`src/design/cis_pkg.sv`:
```
// Shared types, constants and helpers for the case-insensitive substring search unit.
package cis_pkg;

	// Storage and field widths
	localparam int MAX_NEEDLE_DEF = 31;
	localparam int NDL_BYTES      = 31;
	localparam int NDL_BITS       = NDL_BYTES * 8;
	localparam int LEN_W          = 5;
	localparam int POS_W          = 32;
	localparam int CFG_W          = 64;
	localparam int IDX_W          = 3;

	// ASCII letters used by case folding
	localparam logic [7:0] CHAR_UP_A = 8'h41;
	localparam logic [7:0] CHAR_UP_Z = 8'h5A;
	localparam logic [7:0] CHAR_LO_A = 8'h61;

	// Configuration register indexes
	typedef enum logic [IDX_W-1:0] {
		CFG_PAT0   = 3'd0,
		CFG_PAT1   = 3'd1,
		CFG_PAT2   = 3'd2,
		CFG_PAT3   = 3'd3,
		CFG_LEN    = 3'd4,
		CFG_OFFSET = 3'd5
	} cfg_idx_t;

	// One search result
	typedef struct packed {
		logic             found;
		logic [POS_W-1:0] pos;
	} res_t;

	// Per-cell compare control
	typedef struct packed {
		logic       en;
		logic [7:0] needle;
	} cell_ctl_t;

	// Fold ASCII upper case to lower case, other bytes pass unchanged
	function automatic logic [7:0] fold(input logic [7:0] x);
		logic [7:0] r;
		r = x;
		if (x >= CHAR_UP_A && x <= CHAR_UP_Z) begin
			r = x - CHAR_UP_A + CHAR_LO_A;
		end
		return r;
	endfunction

	// Select needle byte idx; out-of-range slots read as zero
	function automatic logic [7:0] pick_byte(input logic [NDL_BITS-1:0] v,
			input logic [LEN_W-1:0] idx);
		logic [7:0] r;
		r = '0;
		for (int j = 0; j < NDL_BYTES; j++) begin
			if (idx == LEN_W'(j)) begin
				r = v[j*8 +: 8];
			end
		end
		return r;
	endfunction

endpackage

```
`src/design/cis_cell.sv`:
```
// One history cell: holds a folded text byte, passes it on and compares its new byte.
module cis_cell (
	input  logic               clk,
	input  logic               shift,
	input  logic [7:0]         d_in,
	input  cis_pkg::cell_ctl_t ctl,
	output logic [7:0]         hist_q,
	output logic               hit
);
	import cis_pkg::*;

	// History byte moves one cell down on every accepted byte
	always_ff @(posedge clk) begin
		if (shift) begin
			hist_q <= d_in;
		end
	end

	// Disabled cells always agree
	assign hit = !ctl.en || (d_in == fold(ctl.needle));

endmodule

```
`config.mk`:
```
export PLATFORM = sky130hd
export DESIGN_NAME = cis_cell
export DESIGN_NICKNAME = d
export VERILOG_FILES = /design/src/design/cis_pkg.sv /design/src/design/cis_cell.sv
export SDC_FILE = /design/constraint.sdc
export NUM_CORES = 1
export LEC_CHECK = 0
export CAP_MARGIN = 20
export CORE_AREA = 4 4 41 43
export DETAILED_ROUTE_END_ITERATION = 16
export DIE_AREA = 0 0 45 47
export DONT_BUFFER_PORTS = 1
export HOLD_SLACK_MARGIN = 0.06
export MAX_ROUTING_LAYER = met4
export RECOVER_POWER = 50
export SLEW_MARGIN = 0
export SYNTH_ARGS = -nofsm -noshare
export SYNTH_HDL_FRONTEND = slang
export SYNTH_SLANG_ARGS = --single-unit
```
`constraint.sdc`:
```
create_clock -name clk -period 3.05 [get_ports clk]
set_input_delay 0.7625 -clock clk [delete_from_list [all_inputs] [get_ports clk]]
set_output_delay 0.7625 -clock clk [all_outputs]
set_load 0.01 [all_outputs]
```
==> flow_summary.json <==
{
  "area_delta_synth_final_pct": 9.79,
  "ios": 28,
  "layout_commonest_cell": "edfxtp_1",
  "htree_levels": 1,
  "top_regs": "hist_q: 8 flops",
  "place_congestion": 0.641,
  "post_cts_resized": 0,
  "whs_ns": 0.610,
  "fin_ws_ns": 0.0857,
  "cellPowerDensity_nw_per_um2": 509,
  "worstHoldPathCells": 0,
  "die_area_um2": 2120,
  "preCtsSetupSlack_ns": 0.0725,
  "yosysSeqAreaShare_pct": 57.0,
  "multi_input_area_um2": 178,
  "ctsHoldBuffers": 0,
  "rsz0062_at_grt": "no",
  "grt_pass1_vias": 336,
  "syn_inst": 31,
  "hold_viol": 0,
  "largest_reg_flops": 8,
  "wl_per_cell_um": 17.7,
  "antenna_found_initial": 0,
  "required_ns": 2.29,
  "slew-limit-headroom_pct": 71.0,
  "synth_top_area_share_pct": 57.0,
  "worst-path-max-fanout": 3,
  "nets": 56,
  "irDropWorstVdd_v": 0.000121,
  "regArea_um2": 240,
  "syn_avg_cell_area_um2": 13.6,
  "portBuffers": 0,
  "hp-class": "in2reg",
  "place_inst": 46,
  "crit_type": "in2out",
  "clock_sinks": 8,
  "clk_path_buf_depth": 2,
  "critPathTopFamily": "compound AO/OA/AOI/OAI gates",
  "worstSetupEndpointType": "primary output",
  "max_stage_delay_ns": 0.53,
  "final_cell_mix": "edfxtp_1, xnor2_1, xor2_1, clkbuf_4, nand2_1",
  "path_clk_slew_ns": 0.05,
  "root_buffer": "clkbuf_4",
  "setup_violations": 0,
  "syn-num-nets": 51,
  "final_core_util_pct": 35.6,
  "largest-register": "hist_q",
  "routed_wl_um": 869,
  "final.period_utilization_pct": 97.2,
  "die_w_um": 45,
  "tightestPinTransition_ns": 0.428,
  "fmax_ghz": 0.337,
  "path_buf_inv": 0,
  "max-cap-violations": 0,
  "min_period_ns": 2.96,
  "via_per_inst": 5.45,
  "hold_start": "d_in[2]",
  "antenna_cells": 0,
  "synth_area_leader_cell": "edfxtp_1",
  "p_leak_nw": 0.154,
  "ys_types": 16,
  "start_util_pct": 32.4,
  "grt_overflow": 0,
  "ys_seq_elements": 8,
  "status": "completed",
  "grt_start_max_net_pins": 9,
  "grt_pass1_wl_mm": 1.31,
  "fill_cells": 140,
  "slowest_stage": "or4_1",
  "min_delay_worst_endpoint": "hist_q[2]",
  "syn_area_um2": 422,
  "ant_nets": 0,
  "core_area_um2": 1300,
  "ys_top_cells_by_area": "edfxtp_1, xnor2_1, xor2_1",
  "cts_tree": "yes",
  "fin_cells": 49,
  "synth_warnings": 0,
  "layout-drive-gt1-share_pct": 14.7,
  "slew_viol_final": 0,
  "cp-start-kind": "input port",
  "arrival_ns": 2.20,
  "setup_tns_ns": 0,
  "post_cts_buffers": 0,
  "cp_cell_sequence": "or4_1 -> o21bai_2 -> nor4b_1 -> xnor2_1 -> o41ai_2",
  "first_iter_violations": 5,
  "grt_use_total_pct": 9.67,
  "rows": 13,
  "vias": 267,
  "dr.pass1.iters": 2,
  "cts_buffers": 3,
  "die_h_um": 47,
  "drc": 0
}
[through the flow]
stage / total power, W / cell area (µm²)
global placement: 0.000162 / 440
detailed placement: 0.000163 / 440
CTS: 0.000239 / 463
floorplan: 0.000159 / 422
finish: 0.000236 / 463
global route: 0.000247 / 463
[worst max-delay path by stage]
stage / slack (ns) / from / endpoint / cells past startpoint
after floorplan: 0.20 / ctl[3] / hit / 5
after global placement: 0.15 / ctl[3] / hit / 5
after detailed placement: 0.07 / ctl[3] / hit / 5
after CTS: 0.07 / ctl[3] / hit / 5
after global routing: 0.02 / ctl[3] / hit / 5
final: 0.09 / ctl[3] / hit / 5
[power by group]
group | internal [W] | leakage (nW) | switching, W
sequential | 0.000132 | 0.0783 | 0.00000750
combinational | 0.0000116 | 0.0623 | 0.00000956
clock | 0.0000446 | 0.0138 | 0.0000304
total | 0.000188 | 0.154 | 0.0000474
[logic make-up (layout without fill, tap and decap cells)]
family / after synthesis / in the layout / share of synthesized area [%]
adders and majority gates: 1 / 1 / 2.97
and+or+nand+nor: 7 / 7 / 8.90
DFF: 8 / 8 / 57.0
xor gates and xnor gates: 9 / 9 / 18.7
buffers and inverters: 1 / 4 / 0.889
AOI/OAI and AO/OA: 5 / 5 / 11.6
[Yosys cell counts (all sizes together)]
| library cell | count |
|---|---|
| o21bai | 1 |
| ha | 1 |
| nand3 | 1 |
| a21oi | 1 |
| or4 | 1 |
| nand2 | 2 |
| nor2 | 1 |
| o41ai | 2 |
| o31ai | 1 |
| xor2 | 4 |
| xnor2 | 5 |
| nor3 | 1 |
| inv | 1 |
| nor4b | 1 |
| edfxtp | 8 |
[final cells by class]
type | instances | share of cell area, %
multi-input combinational | 22 | 38.4
inverter | 1 | 0.811
sequential | 8 | 51.9
clock buffer | 3 | 4.86
tap | 15 | 4.05
[routing by layer]
layer | GRT usage [%] | up-vias | routed length (µm)
li1 | - | 124 | -
met1 | 6.84 | 119 | 268
met2 | 15.3 | 22 | 432
met3 | 6.13 | 2 | 153
met4 | 10.5 | 0 | 14
met5 | - | - | 0
Note: power is estimated with default switching activity, not from simulation.
