--- src/design/cis_pkg.sv ---
// Shared types, constants and helpers for the case-insensitive substring search unit.
package cis_pkg;

	// Storage and field widths
	localparam int MAX_NEEDLE_DEF = 31;
	localparam int NDL_BYTES      = 31;
	localparam int NDL_BITS       = NDL_BYTES * 8;
	localparam int LEN_W          = 5;
	localparam int POS_W          = 32;
	localparam int CFG_W          = 64;
	localparam int IDX_W          = 3;

	// ASCII letters used by case folding
	localparam logic [7:0] CHAR_UP_A = 8'h41;
	localparam logic [7:0] CHAR_UP_Z = 8'h5A;
	localparam logic [7:0] CHAR_LO_A = 8'h61;

	// Configuration register indexes
	typedef enum logic [IDX_W-1:0] {
		CFG_PAT0   = 3'd0,
		CFG_PAT1   = 3'd1,
		CFG_PAT2   = 3'd2,
		CFG_PAT3   = 3'd3,
		CFG_LEN    = 3'd4,
		CFG_OFFSET = 3'd5
	} cfg_idx_t;

	// One search result
	typedef struct packed {
		logic             found;
		logic [POS_W-1:0] pos;
	} res_t;

	// Per-cell compare control
	typedef struct packed {
		logic       en;
		logic [7:0] needle;
	} cell_ctl_t;

	// Fold ASCII upper case to lower case, other bytes pass unchanged
	function automatic logic [7:0] fold(input logic [7:0] x);
		logic [7:0] r;
		r = x;
		if (x >= CHAR_UP_A && x <= CHAR_UP_Z) begin
			r = x - CHAR_UP_A + CHAR_LO_A;
		end
		return r;
	endfunction

	// Select needle byte idx; out-of-range slots read as zero
	function automatic logic [7:0] pick_byte(input logic [NDL_BITS-1:0] v,
			input logic [LEN_W-1:0] idx);
		logic [7:0] r;
		r = '0;
		for (int j = 0; j < NDL_BYTES; j++) begin
			if (idx == LEN_W'(j)) begin
				r = v[j*8 +: 8];
			end
		end
		return r;
	endfunction

endpackage

--- src/design/cis_obuf.sv ---
// Two-entry result buffer: output register plus skid slot.
module cis_obuf (
	input  logic          clk,
	input  logic          arst_n,
	input  logic          push,
	input  cis_pkg::res_t push_data,
	output logic          full,
	output logic          out_valid,
	input  logic          out_stall,
	output cis_pkg::res_t out_data
);
	import cis_pkg::*;

	logic v0_q, v1_q;
	res_t d0_q, d1_q;
	logic pop;

	assign pop       = v0_q && !out_stall;
	assign full      = v1_q;
	assign out_valid = v0_q;
	assign out_data  = d0_q;

	// Valid bits
	always_ff @(posedge clk or negedge arst_n) begin
		if (!arst_n) begin
			v0_q <= 1'b0;
			v1_q <= 1'b0;
		end else if (pop) begin
			if (v1_q) begin
				v1_q <= push;
			end else begin
				v0_q <= push;
			end
		end else if (push) begin
			if (v0_q) begin
				v1_q <= 1'b1;
			end else begin
				v0_q <= 1'b1;
			end
		end
	end

	// Payload slots
	always_ff @(posedge clk) begin
		if (pop) begin
			if (v1_q) begin
				d0_q <= d1_q;
				if (push) begin
					d1_q <= push_data;
				end
			end else if (push) begin
				d0_q <= push_data;
			end
		end else if (push) begin
			if (v0_q) begin
				d1_q <= push_data;
			end else begin
				d0_q <= push_data;
			end
		end
	end

endmodule

--- config.mk ---
export PLATFORM = sky130hd
export DESIGN_NAME = cis_obuf
export DESIGN_NICKNAME = d
export VERILOG_FILES = /design/src/design/cis_pkg.sv /design/src/design/cis_obuf.sv
export SDC_FILE = /design/constraint.sdc
export NUM_CORES = 1
export LEC_CHECK = 0
export ABC_CLOCK_PERIOD_IN_PS = 5900
export BUFFER_PORTS_ARGS = -buffer_cell sky130_fd_sc_hd__buf_4
export CORE_ASPECT_RATIO = 2
export CORE_UTILIZATION = 35
export CTS_CLUSTER_SIZE = 8
export DETAILED_ROUTE_END_ITERATION = 8
export GPL_TIMING_DRIVEN = 0
export SLEW_MARGIN = 10
export SYNTH_ARGS = -nofsm -noshare
export SYNTH_HDL_FRONTEND = slang
export SYNTH_SLANG_ARGS = --single-unit
--- constraint.sdc ---
create_clock -name clk -period 5.9 [get_ports clk]
set_input_delay 1.475 -clock clk [delete_from_list [all_inputs] [get_ports clk]]
set_output_delay 1.475 -clock clk [all_outputs]
set_load 0.01 [all_outputs]
==> qor.json, run 1 <==
{
  "dominantRegCellSynth": {"value": "edfxtp_1"},
  "ys_types": {"value": 14},
  "postCtsResizedCells": {"value": 0},
  "netlist_area": {"value": 2620, "unit": "µm²"},
  "synth.ff_latch_count": {"value": 68},
  "p_clk_share": {"value": 35.7, "unit": "%"},
  "io_buffers": {"value": 71},
  "timing.final.crit_share": {"value": 42.3, "unit": "%"},
  "instances_no_fill": {"value": 293},
  "drt_first_pass_iters": {"value": 3},
  "final.fill_count": {"value": 633},
  "seqCellArea": {"value": 2030, "unit": "µm²"},
  "crit-reg2reg-launch": {"value": "out_valid"},
  "cts_inserted_buffers": {"value": 9},
  "async_reset_ff_share": {"value": 2.94, "unit": "%"},
  "core.rowCount": {"value": 44},
  "cp_data_arrival_time": {"value": 1.02, "unit": "ns"},
  "globalRoute.totalOverflow": {"value": 0},
  "synth_most_common_cell": {"value": "edfxtp_1"},
  "cpMaxStageDelayCell": {"value": "dfrtp_1"},
  "drcViolationCount": {"value": 0},
  "max-cap-violations": {"value": 0},
  "seq_power_share": {"value": 49.0, "unit": "%"},
  "setup_violations": {"value": 0},
  "total_of_hold_buffers_inserted_after_clock_tree_synthesis": {"value": 0},
  "max-vdd-ir-drop": {"value": 0.210, "unit": "mV"},
  "design.final.nets": {"value": 235},
  "detail_route.iter0.violations": {"value": 46},
  "route.detailed.wl_per_inst": {"value": 15.8, "unit": "µm"},
  "num_antenna_cells": {"value": 0},
  "ios": {"value": 72},
  "critical_path.top_delay_family": {"value": "flip-flops"},
  "p_int": {"value": 0.981, "unit": "mW"},
  "worst-endpoint-required": {"value": 4.43, "unit": "ns"},
  "groute.layer.met2.usage": {"value": 22.8, "unit": "%"},
  "timing_worst_slew_pin_value": {"value": 0.544, "unit": "ns"},
  "route.detailed.vias_per_inst": {"value": 4.43},
  "syn_area_per_cell": {"value": 23.0, "unit": "µm²"},
  "max_clock_freq": {"value": 0.401, "unit": "GHz"},
  "synth_top_cell_area_share": {"value": 75.7, "unit": "%"},
  "cts-root-to-sink-buffers": {"value": 2},
  "gate_power_share": {"value": 15.3, "unit": "%"},
  "critical_path.startpoint_type": {"value": "flop"},
  "tritoncts_clock_tree": {"value": "done"},
  "grt_util_met1": {"value": 14.1, "unit": "%"},
  "cts.sink_count": {"value": 68},
  "synth_nets": {"value": 151},
  "worst_hold_startpoint": {"value": "d1_q[19]"},
  "clkSlewWorstSetupHoldPaths": {"value": 0.05, "unit": "ns"},
  "timing_worst_setup_path_type": {"value": "reg -> out"},
  "clock_insertion_delay_worst_skew": {"value": 0.32, "unit": "ns"},
  "drive_gt1_share": {"value": 61.7, "unit": "%"},
  "die-area": {"value": 7850, "unit": "µm²"},
  "fin_total_pwr": {"value": 1.26, "unit": "mW"},
  "grt_pass1_wl": {"value": 7.60, "unit": "mm"},
  "static_leak": {"value": 1.48, "unit": "nW"},
  "vias": {"value": 1298},
  "tns": {"value": 0, "unit": "ns"},
  "drt.antenna.violating_nets": {"value": 0},
  "globalRouteTotalUtil": {"value": 13.4, "unit": "%"},
  "hp-class": {"value": "reg -> reg"},
  "gp_congestion": {"value": 0.646},
  "grt_pass1_vias": {"value": 1467},
  "floorplan.initialDensity": {"value": 36.0, "unit": "%"},
  "netlist_top_cells_area": {"value": "edfxtp_1, mux2_4, dfrtp_1, buf_6, mux2_2"},
  "netlist_top_cells_count": {"value": "edfxtp_1, mux2_4, buf_6, mux2_2"},
  "netlist_instances": {"value": 114},
  "die_w": {"value": 63.2, "unit": "µm"},
  "synth_sequential_area_ratio": {"value": 77.6, "unit": "%"},
  "multi_input_comb_area": {"value": 568, "unit": "µm²"},
  "critPathLaunch": {"value": "out_valid"},
  "finClkSkew": {"value": 0.00417, "unit": "ns"},
  "end_kind": {"value": "output pin"},
  "status": {"value": "complete, no violations"},
  "half_perimeter_wire_length_after_placement": {"value": 3.34, "unit": "mm"},
  "power.switching_fraction": {"value": 21.8, "unit": "%"},
  "clock_tree.htree_level_count": {"value": 3},
  "hold_violations": {"value": 0},
  "cts_root_buffer": {"value": "clkbuf_16"},
  "grt_start_max_net_pins": {"value": 27},
  "post-route-min-period": {"value": 2.50, "unit": "ns"},
  "cp_slowest_stage_delay": {"value": 0.52, "unit": "ns"},
  "path_buf_inv": {"value": 1},
  "rsz0062_at_grt": {"value": "false"},
  "place_inst": {"value": 279},
  "grt_antenna_before_repair": {"value": 0},
  "finalMaxSlewViolations": {"value": 0},
  "area_growth": {"value": 36.7, "unit": "%"},
  "area_leader_netlist": {"value": "edfxtp_1"},
  "switchingPower": {"value": 0.274, "unit": "mW"},
  "global_route_met3_utilization": {"value": 4.95, "unit": "%"},
  "max-slew-margin-rel": {"value": 63.7, "unit": "%"},
  "die_height": {"value": 124, "unit": "µm"},
  "floorplan.core_area": {"value": 7270, "unit": "µm²"},
  "postCtsSetupRepairBufs": {"value": 0},
  "synth-edff-count": {"value": 66},
  "crit_path_max_fanout": {"value": 7},
  "totalWireLength": {"value": 4.64, "unit": "mm"},
  "pwr_density_cell": {"value": 351, "unit": "nW/µm²"},
  "grt-busiest-layer": {"value": "met2"},
  "path_cells": {"value": "buf_4"},
  "ys.warnings.count": {"value": 0}
}
## cells in the final DEF, fill, tap and decap left out
cell type | netlist | final
a21o_1 | 1 | 1
a21oi_1 | 2 | 1
a21oi_4 | 0 | 1
a22o_1 | 1 | 1
buf_12 | 0 | 1
buf_16 | 0 | 1
buf_4 | 0 | 71
buf_6 | 3 | 3
clkbuf_1 | 0 | 1
clkbuf_16 | 0 | 9
clkinv_1 | 0 | 1
clkinv_2 | 0 | 3
dfrtp_1 | 2 | 2
edfxtp_1 | 66 | 66
inv_1 | 1 | 1
mux2_2 | 3 | 3
mux2_4 | 30 | 30
nand2_1 | 1 | 1
nand2b_1 | 1 | 1
nand3b_4 | 1 | 1
nor2_4 | 0 | 1
o21ai_0 | 1 | 1
## final timing paths
kind | to | slack [ns] | cells after the start
max | out_valid | 3.40 | 1
min | out_data[19] | 0.55 | 1
max reg2reg | out_data[10] | 4.23 | 3
min reg2reg | out_data[19] | 0.55 | 1
max in group asynchronous | full | 4.89 | 1
min in group asynchronous | out_valid | 0.93 | 1
## cell type report
type / instances / area share (%)
flip-flops and latches: 68 / 56.7
clock inverters: 4 / 0.524
multi-input cells: 42 / 15.9
clock buffers: 10 / 6.39
plain buffers: 3 / 0.943
repair buffers: 73 / 16.2
well taps: 92 / 3.21
inverters: 1 / 0.105
## metrics by stage
stage	cell area, µm²	worst slack [ns]	hold WS (ns)	util, %
6_report	3580	3.40	0.545	49.3
3_3_place_gp	3270	1.46	0.536	45.0
3_5_place_dp	3330	3.23	0.536	45.9
2_1_floorplan	2620	2.31	0.525	-
4_1_cts	3580	3.39	0.549	49.3
5_1_grt	3580	3.36	0.561	49.3
## power groups by stage
stage / sequential, mW / combinational [mW] / clock, mW
2_1_floorplan: 0.639 / 0.0830 / 0
3_3_place_gp: 0.625 / 0.177 / 0
3_5_place_dp: 0.625 / 0.196 / 0
4_1_cts: 0.616 / 0.197 / 0.462
5_1_grt: 0.620 / 0.207 / 0.479
6_report: 0.615 / 0.192 / 0.448
## registers in the layout (all words and copies together), names as in the netlist
name,cells
d1_q,33
out_data,33
full,1
out_valid,1
## routing by layer
layer  share of wire (%)  wire length [µm]
met4                 2.1                99
met2                  55              2560
met5                   0                 0
met1                  37              1730
met3                 5.4               251
## cells by family (layout without fill, tap and decap cells)
kind of cell | Yosys count | count (layout) | share of synthesized area [%]
mux | 33 | 33 | 18.5
buf+inv | 4 | 91 | 1.43
flops | 68 | 68 | 77.6
compound gates | 5 | 5 | 1.19
simple gates | 4 | 4 | 1.29
(Power assumes the default switching activity.)
==> run 2: changes to the inputs <==
Settings changed: ABC_AREA from default to 1, ABC_CLOCK_PERIOD_IN_PS 5900 to 2500.
Clock period 5.9 ns to 2.5 ns, I/O delays scaled along.
==> run 2 against run 1 <==
Die area grew 4.9%. Synthesized cell count is 70% higher. Power rose by 140%. Highest routed layer unchanged.
==> qor.json, run 2 <==
{
  "status": {"value": "complete, no violations", "change": "unchanged"},
  "total_of_hold_buffers_inserted_after_clock_tree_synthesis": {"value": 0, "change": "unchanged"},
  "ys.warnings.count": {"value": 0, "change": "unchanged"},
  "num_antenna_cells": {"value": 0, "change": "unchanged"},
  "syn_area_per_cell": {"value": 14.2, "unit": "µm²", "change": "was 23.0 µm²"},
  "ys_types": {"value": 14, "change": "unchanged"},
  "synth-compound-area-share": {"value": 0.546, "unit": "%", "change": "was 1.19%"},
  "seqCellArea": {"value": 2030, "unit": "µm²", "change": "unchanged"},
  "global_route_met3_utilization": {"value": 4.11, "unit": "%", "change": "was 4.95%"},
  "postCtsSetupRepairBufs": {"value": 0, "change": "unchanged"},
  "totalWireLength": {"value": 5.72, "unit": "mm", "change": "was 4.64 mm"},
  "most_used_cells_in_the_layout_excluding_fill_and_tap_cells": {"value": "buf_4, nand2_1, edfxtp_1, nand4_1", "change": "was buf_4, edfxtp_1, mux2_4, clkbuf_16"},
  "max-vdd-ir-drop": {"value": 0.430, "unit": "mV", "change": "was 0.210 mV"},
  "synth_most_common_cell": {"value": "nand2_1", "change": "was edfxtp_1"},
  "area_leader_netlist": {"value": "edfxtp_1", "change": "unchanged"},
  "critPathLaunch": {"value": "out_valid", "change": "unchanged"},
  "dominantRegCellSynth": {"value": "edfxtp_1", "change": "unchanged"},
  "finalMaxSlewViolations": {"value": 0, "change": "unchanged"},
  "clock_insertion_delay_worst_skew": {"value": 0.33, "unit": "ns", "change": "was 0.32 ns"},
  "area_share_of_fa_ha_maj_cells_after_synthesis": {"value": 0, "unit": "%", "change": "unchanged"},
  "end_kind": {"value": "flop", "change": "was output pin"},
  "hold_violations": {"value": 0, "change": "unchanged"},
  "async_reset_ff_share": {"value": 2.94, "unit": "%", "change": "unchanged"},
  "synth.ff_latch_count": {"value": 68, "change": "unchanged"},
  "clock_tree.htree_level_count": {"value": 3, "change": "unchanged"},
  "p_int": {"value": 2.30, "unit": "mW", "change": "was 0.981 mW"},
  "floorplan.core_area": {"value": 7600, "unit": "µm²", "change": "was 7270 µm²"},
  "drive_gt1_share": {"value": 36.4, "unit": "%", "change": "was 61.7%"},
  "half_perimeter_wire_length_after_placement": {"value": 4.00, "unit": "mm", "change": "was 3.34 mm"},
  "synth-edff-count": {"value": 66, "change": "unchanged"},
  "post-route-util": {"value": 49.0, "unit": "%", "change": "was 49.3%"},
  "vias": {"value": 1813, "change": "was 1298"},
  "timing_worst_slew_pin_value": {"value": 0.573, "unit": "ns", "change": "was 0.544 ns"},
  "static_leak": {"value": 1.55, "unit": "nW", "change": "was 1.48 nW"},
  "hp-class": {"value": "in -> async", "change": "was reg -> reg"},
  "globalRouteTotalUtil": {"value": 15.5, "unit": "%", "change": "was 13.4%"},
  "timing_worst_setup_path_type": {"value": "reg -> reg", "change": "was reg -> out"},
  "placed_area": {"value": 3470, "unit": "µm²", "change": "was 3330 µm²"},
  "critical_path.startpoint_type": {"value": "flop", "change": "unchanged"},
  "xor_and_xnor_fraction_of_the_mapped_netlist_area": {"value": 0, "unit": "%", "change": "unchanged"},
  "gp_congestion": {"value": 0.721, "change": "was 0.646"},
  "gate_power_share": {"value": 16.6, "unit": "%", "change": "was 15.3%"},
  "drcViolationCount": {"value": 0, "change": "unchanged"},
  "max_clock_freq": {"value": 0.546, "unit": "GHz"},
  "route.detailed.wl_per_inst": {"value": 15.2, "unit": "µm", "change": "was 15.8 µm"},
  "floorplan.initialDensity": {"value": 36.2, "unit": "%", "change": "was 36.0%"},
  "multi_input_comb_area": {"value": 538, "unit": "µm²", "change": "was 568 µm²"},
  "cts_inserted_buffers": {"value": 9, "change": "unchanged"},
  "fin_total_pwr": {"value": 3.03, "unit": "mW", "change": "was 1.26 mW"},
  "timing.final.crit_share": {"value": 73.3, "unit": "%"},
  "yosys-mux-area-fraction": {"value": 0, "unit": "%", "change": "was 18.5%"},
  "die_w": {"value": 64.7, "unit": "µm", "change": "was 63.2 µm"},
  "crit-reg2reg-launch": {"value": "out_valid", "change": "unchanged"},
  "drt.antenna.violating_nets": {"value": 0, "change": "unchanged"},
  "main_combinational_cell_family_by_area_after_synthesis": {"value": "simple AND/OR/NAND/NOR gates", "change": "was multiplexers"},
  "post-route-min-period": {"value": 1.83, "unit": "ns"},
  "final_cell_area": {"value": 3720, "unit": "µm²", "change": "was 3580 µm²"},
  "switchingPower": {"value": 0.731, "unit": "mW", "change": "was 0.274 mW"},
  "drt_first_pass_iters": {"value": 4, "change": "was 3"},
  "tns": {"value": 0, "unit": "ns", "change": "unchanged"},
  "power.switching_fraction": {"value": 24.1, "unit": "%", "change": "was 21.8%"},
  "instances_no_fill": {"value": 377, "change": "was 293"},
  "netlist_top_cells_area": {"value": "edfxtp_1, nand2_1, nand4_1, buf_6, buf_12", "change": "was edfxtp_1, mux2_4, dfrtp_1, buf_6, mux2_2"},
  "finClkSkew": {"value": 0.00460, "unit": "ns", "change": "was 0.00417 ns"},
  "io_buffers": {"value": 71, "change": "unchanged"},
  "ios": {"value": 72, "change": "unchanged"},
  "grt_util_met1": {"value": 16.1, "unit": "%", "change": "was 14.1%"},
  "final.fill_count": {"value": 688, "change": "was 633"},
  "die-area": {"value": 8240, "unit": "µm²", "change": "was 7850 µm²"},
  "detail_route.iter0.violations": {"value": 181, "change": "was 46"},
  "synth_nets": {"value": 231, "change": "was 151"},
  "area_growth": {"value": 35.4, "unit": "%", "change": "was 36.7%"},
  "tritoncts_clock_tree": {"value": "done", "change": "unchanged"},
  "postCtsResizedCells": {"value": 0, "change": "unchanged"},
  "cts.sink_count": {"value": 68, "change": "unchanged"},
  "grt-busiest-layer": {"value": "met2", "change": "unchanged"},
  "cts-root-to-sink-buffers": {"value": 2, "change": "unchanged"},
  "synth_top_cell_area_share": {"value": 72.1, "unit": "%", "change": "was 75.7%"},
  "worst-endpoint-required": {"value": 2.54, "unit": "ns", "change": "was 4.43 ns"},
  "netlist_instances": {"value": 194, "change": "was 114"},
  "pwr_density_cell": {"value": 814, "unit": "nW/µm²", "change": "was 351 nW/µm²"},
  "rsz0062_at_grt": {"value": "false", "change": "unchanged"},
  "route.detailed.vias_per_inst": {"value": 4.81, "change": "was 4.43"},
  "globalRoute.totalOverflow": {"value": 0, "change": "unchanged"},
  "design.final.nets": {"value": 315, "change": "was 235"},
  "core.rowCount": {"value": 45, "change": "was 44"},
  "cts_root_buffer": {"value": "clkbuf_16", "change": "unchanged"},
  "max-cap-violations": {"value": 0, "change": "unchanged"},
  "synth_sequential_area_ratio": {"value": 73.9, "unit": "%", "change": "was 77.6%"},
  "place_inst": {"value": 361, "change": "was 279"},
  "grt_start_max_net_pins": {"value": 22, "change": "was 27"},
  "max-slew-margin-rel": {"value": 61.7, "unit": "%", "change": "was 63.7%"},
  "grt_antenna_before_repair": {"value": 0, "change": "unchanged"},
  "groute.layer.met2.usage": {"value": 26.4, "unit": "%", "change": "was 22.8%"},
  "netlist_area": {"value": 2750, "unit": "µm²", "change": "was 2620 µm²"},
  "grt_pass1_wl": {"value": 9.11, "unit": "mm", "change": "was 7.60 mm"},
  "seq_power_share": {"value": 47.2, "unit": "%", "change": "was 49.0%"},
  "clkSlewWorstSetupHoldPaths": {"value": 0.05, "unit": "ns", "change": "about the same"},
  "grt_pass1_vias": {"value": 1866, "change": "was 1467"},
  "die_height": {"value": 127, "unit": "µm", "change": "was 124 µm"},
  "setup_violations": {"value": 0, "change": "unchanged"},
  "netlist_top_cells_count": {"value": "nand2_1, edfxtp_1, nand4_1", "change": "was edfxtp_1, mux2_4, buf_6, mux2_2"},
  "final_common_cell": {"value": "buf_4", "change": "unchanged"},
  "p_clk_share": {"value": 36.2, "unit": "%", "change": "was 35.7%"},
  "cp_data_arrival_time": {"value": 1.87, "unit": "ns", "change": "was 1.02 ns"},
  "yosys.area_share.simple": {"value": 18.5, "unit": "%", "change": "was 1.29%"},
  "crit_path_max_fanout": {"value": 18, "change": "was 7"}
}
## run 2: cell types whose count changed after synthesis, sizes merged
cell    previous run  this run
buf                3        12
mux2              33         0
a22o               1         0
a21oi              2         1
nand2              1        70
nand4              0        33
a21o               1         0
nor2               1         3
nand2b             1         0
nand3              0         1
o21ai              1         2
clkbuf             0         2
## run 2: power groups by stage
| stage | Combinational [mW] | Clock [mW] | Sequential [mW] |
|---|---|---|---|
| after floorplan | 0.232 | 0 | 1.49 |
| after global placement | 0.475 | 0 | 1.45 |
| after detailed placement | 0.511 | 0 | 1.45 |
| after CTS | 0.513 | 1.12 | 1.43 |
| after global routing | 0.553 | 1.17 | 1.44 |
| final | 0.503 | 1.10 | 1.43 |
## run 2: layer usage
layer | vias to the layer above | part of all wire (%)
met5 | - | 0
met4 | 0 | 4.0
met3 | 21 | 4.5
met2 | 66 | 55
met1 | 842 | 36
li1 | 884 | -
## run 2: through the flow
stage	setup WS, ns	hold WS [ns]
floorplan	0.424	0.329
global placement	-0.169	0.408
detailed placement	0.497	0.410
CTS	0.642	0.0532
global route	0.541	0.0606
finish	0.669	0.0656
## run 2: kinds of logic after synthesis
family,count (synthesis)
DFF,68
and+or+nand+nor,108
buffers and inverters,15
AOI/OAI and AO/OA,3
## run 2: cell type report
class | instances | area share [%]
Sequential cell | 68 | 54.6
Buffer | 14 | 5.07
Inverter | 1 | 0.168
Multi-Input combinational cell | 111 | 14.4
Clock buffer | 13 | 6.45
Clock inverter | 3 | 0.369
Tap cell | 94 | 3.16
Timing Repair Buffer | 73 | 15.8
## run 2: path summary, 6_finish.rpt
path                                      to  slack, ns  cells past startpoint
worst min-delay path                    full       0.07                      1
max in group asynchronous          out_valid       2.35                      1
worst max-delay path             out_data[6]       0.67                      5
worst max register to register   out_data[6]       0.67                      5
worst min register to register  out_data[14]       0.57                      2
min in group clk                    d1_q[25]       0.48                      1
## run 2: critical path, cell delays in order, from the launching register on
cell	delay [ns]
dfrtp_1	0.42
buf_6	0.18
nand2_1	0.08
o21ai_0	0.13
nor2_4	0.50
buf_16	0.23
